**src/cesc_pkg.sv**
```systemverilog
// ----------------------------------------------------------------------------
// cesc_pkg: shared definitions for the calculator expression syntax checker
// Character codes, the function-name table, the transaction type and the
// letter-run judging function.
// ----------------------------------------------------------------------------
`default_nettype none

package cesc_pkg;

  // Deepest parenthesis nesting that is still legal.
  localparam int MAX_DEPTH = 255;
  localparam int DEPTH_W   = $clog2(MAX_DEPTH + 1);

  typedef logic [7:0]         cesc_char_t;
  typedef logic [DEPTH_W-1:0] cesc_depth_t;
  typedef cesc_char_t         cesc_word_t [4];

  // One input transaction as it travels from the input register to the core.
  typedef struct packed {
    logic [7:0] char_code;
    logic       last_char;
  } cesc_item_t;

  localparam cesc_char_t CH_LPAREN = 8'h28;
  localparam cesc_char_t CH_RPAREN = 8'h29;
  localparam cesc_char_t CH_STAR   = 8'h2A;
  localparam cesc_char_t CH_PLUS   = 8'h2B;
  localparam cesc_char_t CH_MINUS  = 8'h2D;
  localparam cesc_char_t CH_POINT  = 8'h2E;
  localparam cesc_char_t CH_SLASH  = 8'h2F;
  localparam cesc_char_t CH_CARET  = 8'h5E;
  localparam cesc_char_t CH_NUL    = 8'h00;

  localparam int NUM_FUNCS = 9;

  // Function names that must be followed directly by an opening parenthesis.
  localparam cesc_word_t FUNC_NAMES [NUM_FUNCS] = '{
    '{"c", "o", "s", CH_NUL},
    '{"s", "i", "n", CH_NUL},
    '{"t", "a", "n", CH_NUL},
    '{"a", "c", "o", "s"},
    '{"a", "s", "i", "n"},
    '{"a", "t", "a", "n"},
    '{"s", "q", "r", "t"},
    '{"l", "n", CH_NUL, CH_NUL},
    '{"l", "o", "g", CH_NUL}
  };
  localparam logic [2:0] FUNC_LENS [NUM_FUNCS] = '{
    3'd3, 3'd3, 3'd3, 3'd4, 3'd4, 3'd4, 3'd4, 3'd2, 3'd3
  };

  function automatic logic is_op_char(input cesc_char_t c);
    return (c == CH_STAR) || (c == CH_SLASH) || (c == CH_PLUS) ||
           (c == CH_MINUS) || (c == CH_CARET);
  endfunction

  function automatic logic is_letter(input cesc_char_t c);
    return ((c >= "a") && (c <= "z")) || ((c >= "A") && (c <= "Z"));
  endfunction

  function automatic logic is_digit(input cesc_char_t c);
    return (c >= "0") && (c <= "9");
  endfunction

  // Judges a finished letter run. Only the first len letters are looked at.
  function automatic logic word_ok(input cesc_word_t letters,
                                   input logic [2:0] len,
                                   input logic       has_next,
                                   input cesc_char_t follower);
    logic ok;
    logic same;
    ok = 1'b0;
    if ((len == 3'd1) && (letters[0] == "x")) begin
      ok = 1'b1;
    end else if ((len == 3'd3) && (letters[0] == "m") && (letters[1] == "o") &&
                 (letters[2] == "d")) begin
      ok = 1'b1;
    end else if (has_next && (follower == CH_LPAREN) && (len <= 3'd4)) begin
      for (int f = 0; f < NUM_FUNCS; f++) begin
        same = (FUNC_LENS[f] == len);
        for (int k = 0; k < 4; k++) begin
          if ((k < int'(len)) && (FUNC_NAMES[f][k] != letters[k])) begin
            same = 1'b0;
          end
        end
        if (same) begin
          ok = 1'b1;
        end
      end
    end
    return ok;
  endfunction

endpackage

`default_nettype wire

```
**src/cesc_in_stage.sv**
```systemverilog
// ----------------------------------------------------------------------------
// cesc_in_stage: input register
// Captures one character transaction and holds it until the core takes it.
// ----------------------------------------------------------------------------
`default_nettype none

module cesc_in_stage (
  input  wire logic               clk,
  input  wire logic               rst_n,
  input  wire logic               in_valid,
  output logic                    in_ready,
  input  wire cesc_pkg::cesc_item_t in_item,
  output logic                    item_valid,
  input  wire logic               item_take,
  output cesc_pkg::cesc_item_t    item
);
  import cesc_pkg::*;

  logic       valid_r;
  cesc_item_t item_r;

  // The register may refill in the same cycle that the core takes its content.
  assign in_ready   = !valid_r || item_take;
  assign item_valid = valid_r;
  assign item       = item_r;

  always_ff @(posedge clk) begin
    if (!rst_n) begin
      valid_r <= 1'b0;
    end else if (in_ready) begin
      valid_r <= in_valid;
    end
  end

  always_ff @(posedge clk) begin
    if (in_ready && in_valid) begin
      item_r <= in_item;
    end
  end

endmodule

`default_nettype wire

```
**src/cesc_core.sv**
```systemverilog
// ----------------------------------------------------------------------------
// cesc_core: checking state and result register
// Updates the running parenthesis, operator, letter-run and number checks for
// each character and registers the verdict when the last character arrives.
// ----------------------------------------------------------------------------
`default_nettype none

module cesc_core (
  input  wire logic                 clk,
  input  wire logic                 rst_n,
  input  wire logic                 item_valid,
  output logic                      item_take,
  input  wire cesc_pkg::cesc_item_t item,
  output logic                      out_valid,
  input  wire logic                 out_ready,
  output logic                      out_verdict
);
  import cesc_pkg::*;

  typedef enum logic [1:0] {
    NUM_OUTSIDE,
    NUM_INT,
    NUM_POINT,
    NUM_FRAC
  } num_phase_t;

  cesc_depth_t depth_r,     depth_nxt;
  logic        prev_op_r,   prev_op_nxt;
  cesc_word_t  word_r;
  cesc_word_t  word_cur;
  logic [2:0]  word_len_r,  word_len_nxt;
  num_phase_t  phase_r,     phase_nxt;
  logic        fault_r,     fault_nxt;
  logic        out_valid_r, out_valid_nxt;
  logic        verdict_r,   verdict_nxt;
  logic        word_wr;
  logic        final_fault;

  cesc_char_t c;
  logic       op;
  logic       alpha;
  logic       digit;

  assign c     = item.char_code;
  assign op    = is_op_char(c);
  assign alpha = is_letter(c);
  assign digit = is_digit(c);

  // Ordinary characters never stall; the last one waits for a free result slot.
  assign item_take = item_valid && (!item.last_char || !out_valid_r || out_ready);

  always_comb begin
    depth_nxt    = depth_r;
    prev_op_nxt  = op;
    word_len_nxt = word_len_r;
    word_wr      = 1'b0;
    word_cur     = word_r;
    phase_nxt    = phase_r;
    fault_nxt    = fault_r;

    if (c == CH_LPAREN) begin
      if (depth_r == DEPTH_W'(MAX_DEPTH)) begin
        fault_nxt = 1'b1;
      end else begin
        depth_nxt = depth_r + DEPTH_W'(1);
      end
    end else if (c == CH_RPAREN) begin
      if (depth_r == '0) begin
        fault_nxt = 1'b1;
      end else begin
        depth_nxt = depth_r - DEPTH_W'(1);
      end
    end

    if (op && prev_op_r) begin
      fault_nxt = 1'b1;
    end

    if (alpha) begin
      if (word_len_r < 3'd4) begin
        word_wr                      = 1'b1;
        word_cur[word_len_r[1:0]]    = c;
        word_len_nxt                 = word_len_r + 3'd1;
      end else begin
        word_len_nxt = 3'd5;
      end
    end else if (word_len_r != 3'd0) begin
      if (!word_ok(word_r, word_len_r, 1'b1, c)) begin
        fault_nxt = 1'b1;
      end
      word_len_nxt = 3'd0;
    end

    if (digit) begin
      if (phase_r == NUM_OUTSIDE) begin
        phase_nxt = NUM_INT;
      end else if (phase_r == NUM_POINT) begin
        phase_nxt = NUM_FRAC;
      end
    end else if (c == CH_POINT) begin
      if (phase_r == NUM_INT) begin
        phase_nxt = NUM_POINT;
      end else begin
        fault_nxt = 1'b1;
        phase_nxt = NUM_OUTSIDE;
      end
    end else begin
      if (phase_r == NUM_POINT) begin
        fault_nxt = 1'b1;
      end
      phase_nxt = NUM_OUTSIDE;
    end

    // End-of-expression checks look at the state as this character leaves it,
    // including a letter written by this very character.
    final_fault = fault_nxt || op || (depth_nxt != '0) || (phase_nxt == NUM_POINT) ||
                  ((word_len_nxt != 3'd0) &&
                   !word_ok(word_cur, word_len_nxt, 1'b0, CH_NUL));

    out_valid_nxt = out_valid_r && !out_ready;
    verdict_nxt   = verdict_r;
    if (item_take && item.last_char) begin
      out_valid_nxt = 1'b1;
      verdict_nxt   = final_fault;
      depth_nxt     = '0;
      prev_op_nxt   = 1'b0;
      word_len_nxt  = 3'd0;
      phase_nxt     = NUM_OUTSIDE;
      fault_nxt     = 1'b0;
    end
  end

  always_ff @(posedge clk) begin
    if (!rst_n) begin
      depth_r     <= '0;
      prev_op_r   <= 1'b0;
      word_len_r  <= 3'd0;
      phase_r     <= NUM_OUTSIDE;
      fault_r     <= 1'b0;
      out_valid_r <= 1'b0;
      verdict_r   <= 1'b0;
    end else begin
      if (item_take) begin
        depth_r    <= depth_nxt;
        prev_op_r  <= prev_op_nxt;
        word_len_r <= word_len_nxt;
        phase_r    <= phase_nxt;
        fault_r    <= fault_nxt;
      end
      out_valid_r <= out_valid_nxt;
      verdict_r   <= verdict_nxt;
    end
  end

  // Letter storage needs no reset: only entries below the run length are read.
  always_ff @(posedge clk) begin
    if (item_take && word_wr) begin
      word_r[word_len_r[1:0]] <= c;
    end
  end

  assign out_valid   = out_valid_r;
  assign out_verdict = verdict_r;

endmodule

`default_nettype wire

```
**src/calc_expression_syntax_check.sv**
```systemverilog
// The last character passes the input register; its verdict is then held in the result register.
// Throughput: one character per cycle; the input register and the result
// register let a character enter while a verdict still waits to be taken.
// Only the last character of an expression waits, when the result register
// is still full. Synchronous active-low reset clears all checking state but the letter storage.
// ----------------------------------------------------------------------------
// calc_expression_syntax_check: calculator expression syntax checker
// Checks parentheses, operator placement, function names and number format
// of a character stream and gives one verdict per expression.
// ----------------------------------------------------------------------------
`default_nettype none

module calc_expression_syntax_check (
  input  wire logic       clk,
  input  wire logic       rst_n,
  input  wire logic       in_valid,
  output logic            in_ready,
  input  wire logic [7:0] in_char_code,
  input  wire logic       in_last_char,
  output logic            out_valid,
  input  wire logic       out_ready,
  output logic            out_verdict
);
  import cesc_pkg::*;

  cesc_item_t in_item;
  cesc_item_t item;
  logic       item_valid;
  logic       item_take;

  assign in_item.char_code = in_char_code;
  assign in_item.last_char = in_last_char;

  cesc_in_stage u_in_stage (
    .clk        (clk),
    .rst_n      (rst_n),
    .in_valid   (in_valid),
    .in_ready   (in_ready),
    .in_item    (in_item),
    .item_valid (item_valid),
    .item_take  (item_take),
    .item       (item)
  );

  cesc_core u_core (
    .clk         (clk),
    .rst_n       (rst_n),
    .item_valid  (item_valid),
    .item_take   (item_take),
    .item        (item),
    .out_valid   (out_valid),
    .out_ready   (out_ready),
    .out_verdict (out_verdict)
  );

endmodule

`default_nettype wire
```
**config.mk**
```make
export PLATFORM = sky130hd
export DESIGN_NAME = calc_expression_syntax_check
export DESIGN_NICKNAME = d
export VERILOG_FILES = /design/src/cesc_pkg.sv /design/src/cesc_in_stage.sv /design/src/cesc_core.sv /design/src/calc_expression_syntax_check.sv
export SDC_FILE = /design/constraint.sdc
export NUM_CORES = 1
export LEC_CHECK = 0
export ABC_AREA = 1
export BUFFER_PORTS_ARGS = -buffer_cell sky130_fd_sc_hd__clkbuf_2
export CAP_MARGIN = 20
export CORE_ASPECT_RATIO = 1.25
export CORE_MARGIN = 4
export CORE_UTILIZATION = 46
export CTS_BUF_LIST = sky130_fd_sc_hd__clkbuf_8
export DETAILED_ROUTE_END_ITERATION = 10
export PLACE_DENSITY = 0.61
export SETUP_SLACK_MARGIN = 0.02
export SLEW_MARGIN = 20
export SYNTH_ARGS = -nofsm -noshare
export SYNTH_HDL_FRONTEND = slang
export SYNTH_SLANG_ARGS = --single-unit
```
**constraint.sdc**
```tcl
create_clock -name clk -period 3.75 [get_ports clk]
set_clock_uncertainty 0.2 [all_clocks]
set_input_delay 0.375 -clock clk [delete_from_list [all_inputs] [get_ports clk]]
set_output_delay 0.375 -clock clk [all_outputs]
set_load 0.01 [all_outputs]
```
; ---- Word level (Yosys, flattened, before mapping)
; Cells that the tools add are included.
; W data, S select, Z words.
[totals]
regBits = 59
latch_bits = 0
ram_bits = 0
romBits = 0
output_inout_bits = 3
elab_cells = 283
memories = 0
[op_classes]
n_addsub = 3
mul = 0
n_div = 0
order_cmp = 14
eq_ne = 50
shifts = 0
muxes = 132
bitwise_logic = 1
n_reduce_logical = 69
[ops]
columns = op, count
row1 = $ne A7 B8 Y1 const A, 23
row2 = $mux W1, 112
row3 = $eq A8 B7 Y1 const B, 9
row4 = $mux W32, 2
row5 = $eq A8 B6 Y1 const B, 7
row6 = $mux W8, 6
row7 = $logic_and A1 B1 Y1, 45
row8 = $bwmux W32, 1
row9 = $reduce_bool A8 Y1, 3
row10 = $demux W8 S2, 1
row11 = $ge A8 B7 Y1 const B, 2
row12 = $le A8 B7 Y1 const B, 2
row13 = $logic_or A1 B1 Y1, 12
row14 = $mux W2, 6
row15 = $mux W3, 4
row16 = $add A8 B1 Y8 const B, 1
row17 = $eq A8 B8 Y1 const B, 1
row18 = $ge A8 B6 Y1 const B, 1
row19 = $le A8 B6 Y1 const B, 1
row20 = $logic_not A8 Y1, 1
row21 = $sub A8 B1 Y8 const B, 1
row22 = $eq A2 B3 Y1 const A, 2
row23 = $eq A3 B1 Y1 const B, 2
row24 = $eq A3 B2 Y1 const B, 2
row25 = other kinds (14), 22

; ---- Longest topological paths before layout
[logic_depth]
word_depth = 35
depth_mapped = 16

; ---- Modules after synthesis
; A second synthesis with hierarchy kept.
[hier_totals]
cells_unflattened = 619
area_unflattened_um2 = 4139.0
[by_module_without_submodules]
columns = module, instances, cells_per_inst, area_each_um2, seq_area_each_um2
row1 = cesc_core, 1, 603, 3817.4, 1301.2
row2 = cesc_in_stage, 1, 16, 321.6, 290.3

; ---- Worst setup path after synthesis
; No wires, ideal clock.
[synth_path]
kind = reg-to-reg
start = register u_in_stage.item_r, in the netlist u_in_stage.item[3]
end = register u_core.word_r[10] (netlist bit), enable pin
setup_time_ns = 0.405
t_arrival_ns = 2.037
required_time_ns = 3.145
setup_slack_ns = 1.108
stages_incl_launch_ff = 8
period_less_slack_ns = 2.642
path_cell_list = edfxtp_1 > inv_2 > nand2_1 > nand2_1 > nand3_4 > inv_2 > nand2_2 > nor2_1
[synth_via]
elab_chain_cells = 5
word_cells_on_any_way = 9
classes_between = 4 x order compare / 1 x mux / 4 x reduce/logical
[synth_lines]
columns = item, line
row1 = "start, declared", cesc_in_stage.sv:20  ; cesc_item_t item_r;
row2 = "start signal, assigned", cesc_in_stage.sv:37  ; item_r <= in_item;
row3 = $ge A8 B7 Y1 / $le A8 B7 Y1 (equally long branches), cesc_pkg.sv:58  ; return ((c >= "a") && (c <= "z")) || ((c >= "A") && (c <= "Z"));
row4 = $logic_and A1 B1 Y1, cesc_pkg.sv:58
row5 = $logic_or A1 B1 Y1 *, cesc_pkg.sv:58
row6 = $mux W1 *, cesc_core.sv:79  ; if (alpha) begin
row7 = $logic_and A1 B1 Y1 *, cesc_core.sv:157  ; if (item_take && word_wr) begin
row8 = "end signal, assigned by index", cesc_core.sv:158  ; word_r[word_len_r[1:0]] <= c;
row9 = "end, declared", cesc_core.sv:29  ; cesc_word_t word_r;
; Every way passes the cells marked *; elsewhere a longest branch is shown, timed or not.
; A chain may end at the register's enable or synchronous reset.

; ---- Worst setup path in the final report
[layout_path]
start = register u_core.word_len_r[0]
end = register u_core.verdict_r (netlist: u_core.out_verdict)
[layout_via]
elab_chain_cells = 35
word_cells_on_any_way = 174
classes_between = 1 x add/sub / 8 x order compare / 11 x eq/ne / 110 x mux / 1 x bitwise / 43 x reduce/logical
[layout_lines]
columns = item, line
row1 = "start, declared", cesc_core.sv:31  ; logic [2:0] word_len_r, word_len_nxt;
row2 = "start signal, assigned", cesc_core.sv:146  ; word_len_r <= word_len_nxt;
row3 = $lt A1 B3 Y1, cesc_pkg.sv:82  ; if ((k < int'(len)) && (FUNC_NAMES[f][k] != letters[k])) begin
row4 = $logic_and A1 B1 Y1, cesc_pkg.sv:82
row5 = $mux W1 (4 in series), cesc_pkg.sv:82
row6 = $mux W1, cesc_pkg.sv:78  ; end else if (has_next && (follower == CH_LPAREN) && (len <= 3'd4)) begin
row7 = $mux W1, cesc_pkg.sv:75  ; end else if ((len == 3'd3) && (letters[0] == "m") && (letters[1] == "o") &&
row8 = $mux W1, cesc_pkg.sv:73  ; if ((len == 3'd1) && (letters[0] == "x")) begin
row9 = $mux W1, cesc_core.sv:87  ; end else if (word_len_r != 3'd0) begin
row10 = $mux W1, cesc_core.sv:79
row11 = [14 not listed], --
row12 = $mux W1, cesc_core.sv:88  ; if (!word_ok(word_r, word_len_r, 1'b1, c)) begin
row13 = $mux W1, cesc_core.sv:87
row14 = $mux W1, cesc_core.sv:79
row15 = "$mux W1, on equally long branches", "cesc_core.sv:108, cesc_core.sv:101"
row16 = $mux W1, cesc_core.sv:100  ; end else if (c == CH_POINT) begin
row17 = $mux W1, cesc_core.sv:94  ; if (digit) begin
row18 = $logic_or A1 B1 Y1 (3 in series), cesc_core.sv:116  ; final_fault = fault_nxt || op || (depth_nxt != '0) || (phase_nxt == NUM_POINT) ||
row19 = $logic_or A1 B1 Y1 *, cesc_core.sv:116
row20 = "end signal, assigned", cesc_core.sv:151  ; verdict_r <= verdict_nxt;
row21 = "end, declared", cesc_core.sv:35  ; logic verdict_r, verdict_nxt;
; Every way passes the cells marked *; elsewhere a longest branch is shown, timed or not. The select of a mux whose other input is x is not followed.

==> results.cfg <==
[worst_setup_path]
ff2ff_path_depth = 15
regToRegSetupSlack_ps = 1250
r2r-end = u_core.out_verdict
start_kind = flop
worstPathMaxFanout = 13
crit_path_end_kind = flop
cp_data_required_time_ps = 3790
crit_start = u_core.word_len_r[0]
timing.rr.start = u_core.word_len_r[0]
crit_arrival_ps = 2530
critPathKind = flop to flop

[routing]
drt_iter0_drc = 293
viasPerCell = 4.99
drc = 0
antenna_left = 0
wire_per_inst_um = 14.0
vias = 3860
routed_wl_um = 10900
drtPass1Iterations = 4

[pwr]
clockPowerShare_pct = 42.4
ir_drop_mv = 0.202
powerDensity_mw_per_mm2 = 312
sw_frac_of_total_pct = 25.3
power.leakage_nw = 2.08
seqPwrFrac_pct = 50.7
power_frac_comb_pct = 6.9
p_sw_mw = 0.361
p_int_mw = 1.07

[logic_synthesis]
avgSynthCellArea_um2 = 6.59
async_reset_ff_share_pct = 0
synth_top_area_share_pct = 30.0
seq_area_frac_synth_pct = 38.7
synth_fp_nets = 644
synth_area_mm2 = 0.00411
yosysTopAreaCell = edfxtp_1
synth_edf_count = 41
synthTopCellsByArea = edfxtp_1 30%, nand2_1 20%, dfxtp_1 8.8%
ys_seq_elements = 59
synth.distinct_cells = 34
ys_warn_count = 0
synth_ff_type = edfxtp_1
netlist_instances = 624

[grt]
grt_max_degree = 25
antenna_found_initial = 0
first_global_vias = 3824
grt.overflow.total = 0
grt_util_all_layers_pct = 22.7
grt_pass1_wl_um = 18600

[timing]
hold_viol_final = 0
min_period_ps = 2500
tns_ps = 0
relSlewSlack_pct = 63.5
max_freq_mhz = 401
tightest_slew_ps = 547
setup_viol = 0
report.final.slew_viol_count = 0
hold-worst-slack_ps = 73.4
rsz0062_at_grt = no
period_share_pct = 66.6

[cts]
clock_sinks = 59
cts_max_level = 3
numCtsBuffers = 9
clock_latency_ps = 350
path_clk_slew_ps = 70
clock_path_buffers = 2
cts_root_buf = clkbuf_8
cts_tree = built

[layout]
final_cell_mix = 218 x nand2_1, 87 x inv_1, 81 x nor2_1
drive_gt1_share_pct = 8.87
synthToLayoutAreaGrowth_pct = 11.4
diodes = 0
fin_nets = 669
mostFrequentLayoutCell = nand2_1

[placement]
port_buffers = 15
place.gp.congestion = 0.936
dp_hpwl_um = 8360

[floorplan]
die_w_um = 92.5
ios = 16
start_util_pct = 47.2
die_h_um = 114
coreArea_mm2 = 0.00870
dieArea_mm2 = 0.0105
std_cell_rows = 38

[flow_run]
max_cap_violations = 0

[worst_hold_path]
hold_depth = 3
min_to = u_core.out_valid
hold_path.class = input pin to flop
worstHoldStart = rst_n

[run_status]
status = completed
## synthesized netlist by cell type (2+ instances only)
cell      number
nand2_1      218
inv_1         87
nor2_1        82
nand3_1       47
edfxtp_1      41
o21ai_0       25
a21oi_1       23
dfxtp_1       18
nor3_1        10
buf_2          9
nand4_1        8
ha_1           7
xor2_1         7
inv_2          6
nand2_2        4
nor2_2         4
nand3b_1       3
nor2_4         3
o21ai_1        3
buf_4          2
clkbuf_1       2
nand3_2        2
or2_2          2
## what timing repair did
| action | 4_1_cts | 5_1_grt |
|---|---|---|
| setup buffers | 0 | 0 |
| resized for setup | 0 | 0 |
| endpoints found under the hold margin | 9 | 0 |
| hold buffers | 9 | 0 |
## layer usage
layer | global-route usage (%) | part of all wire [%] | vias up
met4 | 9.81 | 2.9 | 0
li1 | - | - | 2020
met1 | 26.7 | 42 | 1754
met2 | 40.8 | 52 | 63
met5 | 0 | 0 | -
met3 | 3.43 | 2.6 | 23
## critical path, cell delays in order (launching register included)
cell and delay [ps]:
dfxtp_1 370, inv_1 200, ha_1 450, inv_1 180, nand2_1 90, nand2_1 60, nor2_1 120, nand2_1 70
nor2_1 110, nand2_1 90, nand2_1 70, nand4_1 80, nand2_1 70, nand3_1 70, nor2_1 100, a21oi_1 60
## final cells by class
| type | instances | area [µm²] |
|---|---|---|
| Clock buffer | 10 | 138 |
| Clock inverter | 6 | 63.8 |
| Fill cell | 850 | 4120 |
| Inverter | 93 | 349 |
| Multi-Input combinational cell | 458 | 2090 |
| Sequential cell | 59 | 1590 |
| Tap cell | 120 | 150 |
| Timing Repair Buffer | 28 | 195 |
## worst max path at each step
stage / endpoint / slack, ps
after CTS: u_core.out_verdict / 1260
after global routing: u_core.out_verdict / 920
after global placement: u_core.out_verdict / 1320
after floorplan: u_core.word_r[10] / 1110
after detailed placement: u_core.out_verdict / 1260
final: u_core.out_verdict / 1250
## metrics by stage
| stage | worst slack, ps | util [%] | area (µm²) | total power, mW | std cells |
|---|---|---|---|---|---|
| 2_1_floorplan | 1110 | - | 4110 | 0.795 | 624 |
| 3_3_place_gp | 1320 | 49.3 | 4290 | 0.829 | 749 |
| 5_1_grt | 921 | 52.6 | 4580 | 1.50 | 774 |
| 3_5_place_dp | 1260 | 49.3 | 4290 | 0.830 | 749 |
| 6_report | 1250 | 52.6 | 4580 | 1.43 | 774 |
| 4_1_cts | 1260 | 52.6 | 4580 | 1.44 | 774 |
## cells by family after synthesis
logic type	synth area share (%)
adder cells (fa/ha/maj)	2.13
buffers and inverters	10.4
AND/OR/NAND/NOR	39.7
XOR/XNOR	1.70
flip-flops	38.7
AO/OA/AOI/OAI	7.37
## power groups by stage
stage	logic, mW	registers [mW]	clock network [mW]
floorplan	0.0628	0.733	0
global placement	0.0909	0.738	0
detailed placement	0.0911	0.739	0
CTS	0.0990	0.724	0.612
global route	0.113	0.726	0.656
finish	0.0992	0.724	0.605
No activity file was read; power rests on OpenSTA's default activity.
